### src/rtl/lcgtps_pkg.sv
// Shared types and constants for the LCG two-point sampler.
`default_nettype none

package lcgtps_pkg;

  // Generator state and data word width
  localparam int STATE_WIDTH = 32;
  // Modulus width: one bit more, so the modulus can reach 2^STATE_WIDTH
  localparam int MOD_W       = STATE_WIDTH + 1;
  // Double-width word for the product plus increment
  localparam int WIDE_W      = 2 * STATE_WIDTH;
  // Step counter holds up to WIDE_W
  localparam int CNT_W       = $clog2(WIDE_W + 1);

  // Configuration bus
  localparam int APB_DW      = 64;
  localparam int APB_AW      = 6;
  localparam int REG_IDX_W   = 3;

  // Register reset values
  localparam logic [STATE_WIDTH-1:0] SEED_RST       = STATE_WIDTH'(1);
  localparam logic [STATE_WIDTH-1:0] MULTIPLIER_RST = STATE_WIDTH'(16807);
  localparam logic [STATE_WIDTH-1:0] INCREMENT_RST  = STATE_WIDTH'(0);
  localparam logic [MOD_W-1:0]       MODULUS_RST    = MOD_W'(64'd2147483647);
  localparam logic [STATE_WIDTH-1:0] THRESHOLD_RST  = STATE_WIDTH'(64'd1073741823);
  localparam logic [STATE_WIDTH-1:0] LOW_VALUE_RST  = STATE_WIDTH'(0);
  localparam logic [STATE_WIDTH-1:0] HIGH_VALUE_RST = STATE_WIDTH'(1);
  localparam logic [STATE_WIDTH-1:0] GEN_STATE_RST  = STATE_WIDTH'(1);

  // Register indexes
  typedef enum logic [REG_IDX_W-1:0] {
    REG_SEED       = 3'd0,
    REG_MULTIPLIER = 3'd1,
    REG_INCREMENT  = 3'd2,
    REG_MODULUS    = 3'd3,
    REG_THRESHOLD  = 3'd4,
    REG_LOW_VALUE  = 3'd5,
    REG_HIGH_VALUE = 3'd6
  } reg_idx_t;

  // Configuration as seen by the datapath
  typedef struct packed {
    logic [STATE_WIDTH-1:0] seed;
    logic [STATE_WIDTH-1:0] multiplier;
    logic [STATE_WIDTH-1:0] increment;
    logic [MOD_W-1:0]       modulus_eff;
    logic [STATE_WIDTH-1:0] threshold;
    logic [STATE_WIDTH-1:0] low_value;
    logic [STATE_WIDTH-1:0] high_value;
  } cfg_t;

  // Result of one restoring shift-subtract step
  typedef struct packed {
    logic [MOD_W-1:0] rem;
    logic             qbit;
  } step_res_t;

  // Sequencer states
  typedef enum logic [2:0] {
    ST_IDLE,
    ST_REDUCE,
    ST_FRAC,
    ST_MULT,
    ST_ADD,
    ST_NEXT,
    ST_DONE
  } seq_state_t;

endpackage

`default_nettype wire

### src/rtl/lcgtps_divstep.sv
// One restoring shift-subtract step: shift a bit into the remainder, subtract if it fits.
`default_nettype none

module lcgtps_divstep
  import lcgtps_pkg::*;
(
  input  logic [MOD_W-1:0] rem,
  input  logic             din,
  input  logic [MOD_W-1:0] divisor,
  output step_res_t        res
);

  logic [MOD_W:0] shifted;
  logic [MOD_W:0] diff;
  logic           fits;

  // Shift in the next dividend bit and trial-subtract
  assign shifted = {rem, din};
  assign diff    = shifted - {1'b0, divisor};
  assign fits    = (shifted >= {1'b0, divisor});

  // Remainder stays below the divisor, so the top bit drops
  assign res.rem  = fits ? diff[MOD_W-1:0] : shifted[MOD_W-1:0];
  assign res.qbit = fits;

endmodule

`default_nettype wire

### src/rtl/lcgtps_regs.sv
// Configuration register file with APB-style access and effective-modulus clamp.
`default_nettype none

module lcgtps_regs
  import lcgtps_pkg::*;
(
  input  logic              clk,
  input  logic              rst,
  input  logic              psel,
  input  logic              penable,
  input  logic              pwrite,
  input  logic [APB_AW-1:0] paddr,
  input  logic [APB_DW-1:0] pwdata,
  output logic [APB_DW-1:0] prdata,
  output logic              pready,
  output cfg_t              cfg
);

  logic [STATE_WIDTH-1:0] seed;
  logic [STATE_WIDTH-1:0] multiplier;
  logic [STATE_WIDTH-1:0] increment;
  logic [MOD_W-1:0]       modulus;
  logic [STATE_WIDTH-1:0] threshold;
  logic [STATE_WIDTH-1:0] low_value;
  logic [STATE_WIDTH-1:0] high_value;

  logic                   wr_en;
  logic [REG_IDX_W-1:0]   idx;
  logic [MOD_W-1:0]       mod_top;
  logic [MOD_W-1:0]       mod_floor;

  assign pready = 1'b1;
  assign wr_en  = psel & penable & pwrite;
  assign idx    = paddr[APB_AW-1 -: REG_IDX_W];

  // Write the addressed register; indexes past the list are dropped
  always_ff @(posedge clk) begin
    if (rst) begin
      seed       <= SEED_RST;
      multiplier <= MULTIPLIER_RST;
      increment  <= INCREMENT_RST;
      modulus    <= MODULUS_RST;
      threshold  <= THRESHOLD_RST;
      low_value  <= LOW_VALUE_RST;
      high_value <= HIGH_VALUE_RST;
    end else if (wr_en) begin
      unique case (idx)
        REG_SEED:       seed       <= pwdata[STATE_WIDTH-1:0];
        REG_MULTIPLIER: multiplier <= pwdata[STATE_WIDTH-1:0];
        REG_INCREMENT:  increment  <= pwdata[STATE_WIDTH-1:0];
        REG_MODULUS:    modulus    <= pwdata[MOD_W-1:0];
        REG_THRESHOLD:  threshold  <= pwdata[STATE_WIDTH-1:0];
        REG_LOW_VALUE:  low_value  <= pwdata[STATE_WIDTH-1:0];
        REG_HIGH_VALUE: high_value <= pwdata[STATE_WIDTH-1:0];
        default: ;
      endcase
    end
  end

  // Read back the addressed register
  always_comb begin
    unique case (idx)
      REG_SEED:       prdata = APB_DW'(seed);
      REG_MULTIPLIER: prdata = APB_DW'(multiplier);
      REG_INCREMENT:  prdata = APB_DW'(increment);
      REG_MODULUS:    prdata = APB_DW'(modulus);
      REG_THRESHOLD:  prdata = APB_DW'(threshold);
      REG_LOW_VALUE:  prdata = APB_DW'(low_value);
      REG_HIGH_VALUE: prdata = APB_DW'(high_value);
      default:        prdata = '0;
    endcase
  end

  // Clamp the modulus into [2, 2^STATE_WIDTH]
  assign mod_top   = MOD_W'(1) << STATE_WIDTH;
  assign mod_floor = MOD_W'(2);

  always_comb begin
    cfg.seed        = seed;
    cfg.multiplier  = multiplier;
    cfg.increment   = increment;
    cfg.threshold   = threshold;
    cfg.low_value   = low_value;
    cfg.high_value  = high_value;
    if (modulus < mod_floor) begin
      cfg.modulus_eff = mod_floor;
    end else if (modulus > mod_top) begin
      cfg.modulus_eff = mod_top;
    end else begin
      cfg.modulus_eff = modulus;
    end
  end

endmodule

`default_nettype wire

### src/rtl/lcg_two_point_sampler_core.sv
// Top level: LCG with general modulus and two-point sampler, one shared divide step unit.
//
//   channel  | handshake              | payload
//   ---------+------------------------+----------------------------------------------
//   request  | req_valid / req_ready  | restart
//   result   | rsp_valid / rsp_ready  | raw_state, uniform_fraction, chosen_value,
//            |                        | picked_low
//   config   | psel/penable/pwrite    | paddr, pwdata, prdata (register i at 8*i)
//
// From acceptance to result a transaction runs in order: 32 steps reduce the state
// modulo the modulus, 32 steps form the fraction, the product is formed, the increment
// is added, 64 steps reduce the product, then the result register is loaded.
// All reduction and division steps run through the single shift-subtract unit.
// Reset clears the sequencer and result valid, and loads register and state defaults.
// A waiting result sits in the output register; the next request is taken meanwhile,
// and its finish stalls only while the previous result has not been taken.
`default_nettype none

module lcg_two_point_sampler_core
  import lcgtps_pkg::*;
(
  input  logic                   clk,
  input  logic                   rst,
  // request
  input  logic                   req_valid,
  output logic                   req_ready,
  input  logic                   restart,
  // result
  output logic                   rsp_valid,
  input  logic                   rsp_ready,
  output logic [STATE_WIDTH-1:0] raw_state,
  output logic [STATE_WIDTH-1:0] uniform_fraction,
  output logic [STATE_WIDTH-1:0] chosen_value,
  output logic                   picked_low,
  // configuration
  input  logic                   psel,
  input  logic                   penable,
  input  logic                   pwrite,
  input  logic [APB_AW-1:0]      paddr,
  input  logic [APB_DW-1:0]      pwdata,
  output logic [APB_DW-1:0]      prdata,
  output logic                   pready
);

  cfg_t                   cfg;
  seq_state_t             state;
  seq_state_t             state_next;

  logic [STATE_WIDTH-1:0] gstate;
  logic [STATE_WIDTH-1:0] cur;
  logic [STATE_WIDTH-1:0] quot;
  logic [MOD_W-1:0]       m;
  logic [MOD_W-1:0]       rem;
  logic [WIDE_W-1:0]      div;
  logic [WIDE_W-1:0]      prod;
  logic [CNT_W-1:0]       cnt;
  step_res_t              step;

  logic                   last_step;
  logic                   out_free;
  logic                   accept;

  lcgtps_regs u_regs (
    .clk     (clk),
    .rst     (rst),
    .psel    (psel),
    .penable (penable),
    .pwrite  (pwrite),
    .paddr   (paddr),
    .pwdata  (pwdata),
    .prdata  (prdata),
    .pready  (pready),
    .cfg     (cfg)
  );

  // Shared shift-subtract unit
  lcgtps_divstep u_step (
    .rem     (rem),
    .din     (div[WIDE_W-1]),
    .divisor (m),
    .res     (step)
  );

  assign last_step = (cnt == CNT_W'(1));
  assign out_free  = !rsp_valid || rsp_ready;
  assign req_ready = (state == ST_IDLE);
  assign accept    = req_valid && req_ready;

  // Sequencer state register
  always_ff @(posedge clk) begin
    if (rst) begin
      state <= ST_IDLE;
    end else begin
      state <= state_next;
    end
  end

  // Sequencer next state
  always_comb begin
    state_next = state;
    unique case (state)
      ST_IDLE:   if (req_valid) state_next = ST_REDUCE;
      ST_REDUCE: if (last_step) state_next = ST_FRAC;
      ST_FRAC:   if (last_step) state_next = ST_MULT;
      ST_MULT:   state_next = ST_ADD;
      ST_ADD:    state_next = ST_NEXT;
      ST_NEXT:   if (last_step) state_next = ST_DONE;
      ST_DONE:   if (out_free) state_next = ST_IDLE;
      default:   state_next = ST_IDLE;
    endcase
  end

  // Datapath: operands, shared unit feedback, product
  always_ff @(posedge clk) begin
    unique case (state)
      ST_IDLE: begin
        // Load the value to reduce: seed on restart, else the stored state
        div <= {(restart ? cfg.seed : gstate), STATE_WIDTH'(0)};
        rem <= '0;
        cnt <= CNT_W'(STATE_WIDTH);
        m   <= cfg.modulus_eff;
      end
      ST_REDUCE: begin
        rem <= step.rem;
        if (last_step) begin
          cur <= step.rem[STATE_WIDTH-1:0];
          div <= '0;
          cnt <= CNT_W'(STATE_WIDTH);
        end else begin
          div <= div << 1;
          cnt <= cnt - CNT_W'(1);
        end
      end
      ST_FRAC: begin
        // Quotient bits of (cur * 2^STATE_WIDTH) / m
        rem  <= step.rem;
        quot <= {quot[STATE_WIDTH-2:0], step.qbit};
        cnt  <= cnt - CNT_W'(1);
      end
      ST_MULT: begin
        prod <= WIDE_W'(cfg.multiplier) * WIDE_W'(cur);
      end
      ST_ADD: begin
        div <= prod + WIDE_W'(cfg.increment);
        rem <= '0;
        cnt <= CNT_W'(WIDE_W);
      end
      ST_NEXT: begin
        rem <= step.rem;
        div <= div << 1;
        cnt <= cnt - CNT_W'(1);
      end
      ST_DONE: ;
      default: ;
    endcase
  end

  // Generator state: advance at the last reduction step of the product
  always_ff @(posedge clk) begin
    if (rst) begin
      gstate <= GEN_STATE_RST;
    end else if (state == ST_NEXT && last_step) begin
      gstate <= step.rem[STATE_WIDTH-1:0];
    end
  end

  // Result register: load when free, hold until taken
  always_ff @(posedge clk) begin
    if (rst) begin
      rsp_valid <= 1'b0;
    end else if (state == ST_DONE && out_free) begin
      rsp_valid <= 1'b1;
    end else if (rsp_ready) begin
      rsp_valid <= 1'b0;
    end
  end

  always_ff @(posedge clk) begin
    if (state == ST_DONE && out_free) begin
      raw_state        <= cur;
      uniform_fraction <= quot;
      picked_low       <= (cur <= cfg.threshold);
      chosen_value     <= (cur <= cfg.threshold) ? cfg.low_value : cfg.high_value;
    end
  end

`ifndef SYNTHESIS
  // Remainder of the shared unit stays below the divisor while it works
  a_rem_below_mod: assert property (@(posedge clk) disable iff (rst)
    (state == ST_REDUCE || state == ST_FRAC || state == ST_NEXT) |-> (rem < m))
    else $error("remainder not below modulus");

  // Step counter never runs out inside a division sweep
  a_cnt_live: assert property (@(posedge clk) disable iff (rst)
    (state == ST_REDUCE || state == ST_FRAC || state == ST_NEXT) |-> (cnt != '0))
    else $error("step counter empty during sweep");

  // Advanced state is reduced below the modulus
  a_gstate_reduced: assert property (@(posedge clk) disable iff (rst)
    (state == ST_DONE) |-> ({1'b0, gstate} < m))
    else $error("generator state not reduced");

  // An accepted request always enters the reduction sweep
  a_accept_starts: assert property (@(posedge clk) disable iff (rst)
    accept |=> (state == ST_REDUCE))
    else $error("accepted request did not start");
`endif

endmodule

`default_nettype wire
### config.mk
export PLATFORM = sky130hd
export DESIGN_NAME = lcg_two_point_sampler_core
export DESIGN_NICKNAME = d
export VERILOG_FILES = /design/src/rtl/lcgtps_pkg.sv /design/src/rtl/lcgtps_divstep.sv /design/src/rtl/lcgtps_regs.sv /design/src/rtl/lcg_two_point_sampler_core.sv
export SDC_FILE = /design/constraint.sdc
export NUM_CORES = 2
export LEC_CHECK = 0
export BUFFER_PORTS_ARGS = -buffer_cell sky130_fd_sc_hd__buf_2
export CAP_MARGIN = 20
export CELL_PAD_IN_SITES_DETAIL_PLACEMENT = 0
export CELL_PAD_IN_SITES_GLOBAL_PLACEMENT = 1
export CORE_ASPECT_RATIO = 0.7
export CORE_MARGIN = 2
export CORE_UTILIZATION = 55
export CTS_CLUSTER_DIAMETER = 30
export CTS_CLUSTER_SIZE = 28
export DETAILED_ROUTE_END_ITERATION = 12
export PLACE_DENSITY_LB_ADDON = 0.1
export SYNTH_ARGS = -nofsm -noshare
export SYNTH_HDL_FRONTEND = slang
export SYNTH_SLANG_ARGS = --single-unit
### constraint.sdc
create_clock -name clk -period 23.8 [get_ports clk]
set_clock_uncertainty 0.2 [all_clocks]
set_input_delay 3.57 -clock clk [delete_from_list [all_inputs] [get_ports clk]]
set_output_delay 3.57 -clock clk [all_outputs]
set_load 0.05 [all_outputs]
### After elaboration in Yosys (flattened, before gate mapping)

Index checks and enable logic that the tools add are counted.

* add/sub/neg operators: 3
* $mul: 1
* $lt $le $gt $ge: 4
* eq/ne operators: 18
* mux-type cells: 18
* bitwise gates (word level): 2
* reductions and logical operators: 23

Operators by type and width (number)
* $pmux 64 s4: 1
* $pmux 33 s7: 1
* $mux 33: 2
* $pmux 33 s2: 1
* $add 64x32->64: 1
* $mul 32x32->64: 1
* $mux 32: 2
* $mux 64: 1
* $ge 34x33->1: 1
* $gt 33x33->1 const B: 1
* $lt 33x2->1 const B: 1
* $sub 33x33->33: 1
* $le 32x32->1: 1
* $pmux 7 s4: 1
* $pmux 3 s7: 1
* $eq 3x3->1 const B: 6
* $reduce_and 2->1: 8
* $mux 3: 5
* $eq 3x2->1 const B: 4
* $ne 2x2->1 const B: 5
* $reduce_bool 4->1: 2
* $eq 7x1->1 const B: 1
* $mux 7: 1
* $sub 7x1->7 const B: 1
* other kinds (11): 19

* register bits: 623
* bits of input ports: 78
* output and inout bits: 164
* word-level logic and storage cells: 91

### Depth between registers and ports, before layout

* depth in word-level cells: 4
* depth in mapped cells: 28
* mapped depth without buffers: 26

### Cells and area by module

From an unflattened synthesis, not the netlist that was laid out.

* cells, all modules: 6611
* area, all modules: 63547.2 um^2

By module, submodules not included
* lcg_two_point_sampler_core: times used 1, cells an instance 4983, area an instance 50659.8 um^2, seq. area each 11591.1 um^2
* lcgtps_regs: times used 1, cells an instance 1253, area an instance 10297.4 um^2, seq. area each 4504.3 um^2
* lcgtps_divstep: times used 1, cells an instance 375, area an instance 2590.0 um^2, seq. area each 0.0 um^2

### Worst setup path after synthesis

No wires, ideal clock.

* kind: input -> output
* start: input port paddr[4]
* end: output port prdata[24]
* data arrival time: 6036 ps
* required time: 20030 ps
* slack: 13994 ps
* stages on the path: 6
* path buffers: 3
* cell sequence: clkbuf_1 -> buf_1 -> buf_1 -> and3_1 -> a221oi_1 -> o21ai_0

* cells in the longest elaborated chain, start to end: 2
* elaborated cells between the ends (all ways): 8
* those cells by class: eq/ne (6); mux (1); reduce/logical (1)

Ends and longest elaborated chain
* start: declaration: line lcg_two_point_sampler_core.sv:39 `input logic [APB_AW-1:0] paddr,`
* $eq 3x3->1 (tied with other cells): line lcgtps_regs.sv:62 `unique case (idx)`
* $pmux 33 s7 (*): line lcgtps_regs.sv:62
* end: declaration: line lcg_two_point_sampler_core.sv:41 `output logic [APB_DW-1:0] prdata,`

Every way passes the cells marked *; elsewhere a longest branch is shown, timed or not.

### Worst setup path in the final report

* start: input port paddr[5]
* end: output port prdata[23]

The elaborated chain is that of the path after synthesis.

==> results.md <==
* DR WL/cell at roughly 23 um
* Pint at around 2500 uW
* Area share of fa/ha/maj cells after synthesis at between 30% and 40%
* Tot Pwr at ~4000 uW
* Total Routed Length at 187 mm
* Switching Share at 37.4%
* Reg clk slew, reported paths at ~0.07 ns
* Worst Path Required at approximately 20 ns
* Post-synthesis mux area share at around 2.6%
* Final Util at between 60% and 70%
* Pre-antenna DRT Iters at 7
* Via count at 46.8k
* Vert. Die Dim at 287 um
* Dpl hpwl at roughly 140 mm
* Antenna violations before repair at 19
* Filler cell count at between 9k and 10k
* Io pins at about 240
* Worst setup path end: prdata[23]
* Vias per cell at 5.76
* Clock period minus worst slack at around 10 ns
* Reg2reg start: cur[7]
* Setup TNS at 0 ns
* Yosys warnings at 0
* ANT nets after route at 0
* WS Path Type: primary input to output port
* Main combinational cell family by area after synthesis: adder cells
* Starting DRT DRC Count at between 5k and 6k
* FF-to-FF End: prod[60]
* CTS tree: done
* FMAX at between 0.09 and 0.1 GHz
* Post-CTS Setup Bufs at 0
* Reg2Reg Setup Slack at 14.74 ns
* Unrepaired setup endpoints after global routing: no
* Post-synth EDFFs at 362
* TritonCTS Buffers at 83
* WP data arrival at about 6.7 ns
* Max Cap Violations at 0
* Sink Count at around 620
* Largest net degree at the start of global routing at 96
* Sequential Power Share at 30.6%
* Overflow after GRT at 0
* Critical Path Start: paddr[5]
* Worst-margin pin slew at around 1.1 ns
* Post-Synth XOR/XNOR Area at under 10%
* # H-tree levels at 3
* Maximum vdd ir drop at between 0.07 and 0.08 mV
* Pre-CTS setup slack at roughly 13 ns
* Post-CTS sizing at 0
* Most frequent cells in the layout: inv_1, nand2_1, fa_1
* Setup-failing EPs final at 0
* Crit path capture type: output port
* Setup slack after layout at between 10 and 15 ns
* Worst R2R Path Depth at 25
* Worst slew margin at about a quarter
* Simple-gate area share of the yosys netlist at between 10% and 20%
* Layout cells sized above 1 at 8.43%
* Die X at ~410 um
* Hold Vio Cnt, Final at 0
* # hold bufs at CTS at 0
* Global placement routability congestion at roughly 0.96
* Starting Density at 55.6%
* GRT Total Usage at between 30 and 40%
* Commonest non-fill, non-tap cell in the layout: inv_1
* # port buffers at 175
* Register area share after synthesis at about a quarter
* Ys async rst share at 0%
* Vias in the first global route at between 40k and 50k
* Gate power share at 36.4%
* Worst skew pair latency at 0.67 ns
* Clk pwr share at between 30 and 40%
* Psw at 1510 uW
* Cell variety after synth at 96
* Tcrit/Tclk final at between 40% and 50%
* Row cnt at 103
* Synthesized netlist cell count at between 6k and 7k
* CP Launch Type: primary input
* Synth Register Bits at 623
* Top_reg_cell synth: edfxtp_1
* Max-slew violations at 0
* First-pass GRT wire length at between 200 and 300 mm
* DRC violation count after routing at 0
* Post-synthesis instance area at roughly 63000 um2
* Hold WC Path Type: register to register
* Pwr Density at 59.3 nW/um2
* Compound-cell area share of the yosys netlist at 9.41%
* Syn_area_per_cell at roughly 9.6 um2
* P&R area growth vs syn at 7.99%
* Die area at 117000 um2
* Final net count at between 7k and 8k
* Hold path cells at 0
* Outcome: finished, final reports clean
* Root buf cell: clkbuf_16
* Crit path max fanout at 51
* Clk buf depth at 3
* Core area at roughly 110000 um2
* Static leakage power at between 0.03 and 0.04 uW
-- Yosys cell counts, types with 10 or more instances --
| library cell | number | area, um2 |
|---|---|---|
| xor2_1 | 44 | 385 |
| o21ai_0 | 139 | 696 |
| buf_1 | 15 | 56.3 |
| nor2_1 | 227 | 852 |
| nor2b_1 | 81 | 507 |
| a211oi_1 | 38 | 285 |
| ha_1 | 362 | 4530 |
| nand4_1 | 39 | 244 |
| mux2i_1 | 84 | 841 |
| xnor2_1 | 110 | 963 |
| inv_1 | 988 | 3710 |
| mux2_2 | 40 | 450 |
| and2_1 | 601 | 3760 |
| buf_4 | 33 | 248 |
| nand3b_1 | 12 | 90.1 |
| mux2_4 | 10 | 150 |
| o221ai_1 | 27 | 236 |
| and3_1 | 30 | 188 |
| nand2b_1 | 11 | 68.8 |
| nand2_1 | 957 | 3590 |
| o21bai_1 | 25 | 188 |
| clkbuf_1 | 350 | 1310 |
| a21o_1 | 89 | 668 |
| edfxtp_1 | 362 | 10900 |
| nand3_1 | 43 | 215 |
| fa_1 | 898 | 18000 |
| o21a_1 | 18 | 135 |
| a21oi_1 | 338 | 1690 |
| nor3_1 | 35 | 175 |
| o21ai_1 | 13 | 65.1 |
| a221oi_1 | 13 | 114 |
| a221o_1 | 11 | 110 |
| dfxtp_1 | 261 | 5230 |
| a31oi_1 | 22 | 138 |
| nor4_1 | 15 | 93.8 |
| a211o_1 | 68 | 596 |
-- registers in the layout, summed over array words and instances (netlist names), 33 cells and up --
register and flops:
u_regs.modulus 33, prod 64, div 64, m 33, rem 33
-- worst max-delay path, stage by stage --
cell,delay (ns)
buf_2,0.07
buf_4,0.49
inv_1,0.55
nor2_1,0.70
buf_4,0.31
a222oi_1,0.12
nor2_1,0.17
a31oi_1,0.05
o21ai_0,0.24
buf_2,0.37
-- final cells by class --
type	instances	area (um2)	share of cell area [%]
diodes	3	7.51	0.0110
clock buffers	93	2240	3.29
clock inverters	63	736	1.08
inverters	989	3710	5.46
multi-input cells	4563	41600	61.3
flip-flops and latches	623	16100	23.7
well taps	1522	1900	2.80
repair buffers	275	1640	2.41
-- layer usage --
| layer | vias to the layer above | share of wire [%] | GRT usage, % |
|---|---|---|---|
| li1 | 20821 | - | - |
| met1 | 23729 | 45 | 50.1 |
| met2 | 2043 | 41 | 46.2 |
| met3 | 235 | 11 | 7.70 |
| met4 | 4 | 2.2 | 7.25 |
| met5 | - | 0.014 | 0 |
-- power by group through the flow --
stage | Combinational, uW | Clock, uW | Sequential, uW
after floorplan | 1030 | 0 | 1250
after global placement | 1430 | 0 | 1250
after detailed placement | 1430 | 0 | 1260
after CTS | 1450 | 1340 | 1230
after global routing | 1610 | 1380 | 1240
final | 1470 | 1330 | 1230
-- cell families (layout without fill, tap and decap cells) --
group / Yosys count / in the layout
buffers and inverters: 1400 / 1420
AND/OR/NAND/NOR: 2076 / 2076
other: 2 / 35
AO/OA/AOI/OAI: 898 / 898
multiplexers: 143 / 143
XOR/XNOR: 154 / 154
flip-flops: 623 / 623
adder cells (fa/ha/maj): 1260 / 1260
-- stage by stage --
stage | hold slack [ns] | area [um2] | cells
floorplan | 0.200 | 63100 | 6586
global placement | 0.207 | 65000 | 7971
detailed placement | 0.216 | 65000 | 7971
CTS | 0.232 | 68000 | 8127
global route | 0.238 | 68000 | 8128
finish | 0.230 | 68000 | 8131
-- worst min path at each step --
stage / start / to / slack (ns)
2_1_floorplan: quot[31] / uniform_fraction[31] / 0.20
3_3_place_gp: quot[31] / uniform_fraction[31] / 0.21
3_5_place_dp: quot[31] / uniform_fraction[31] / 0.22
4_1_cts: quot[31] / uniform_fraction[31] / 0.23
5_1_grt: quot[31] / uniform_fraction[31] / 0.24
6_report: quot[31] / uniform_fraction[31] / 0.23
(Power assumes the default switching activity.)
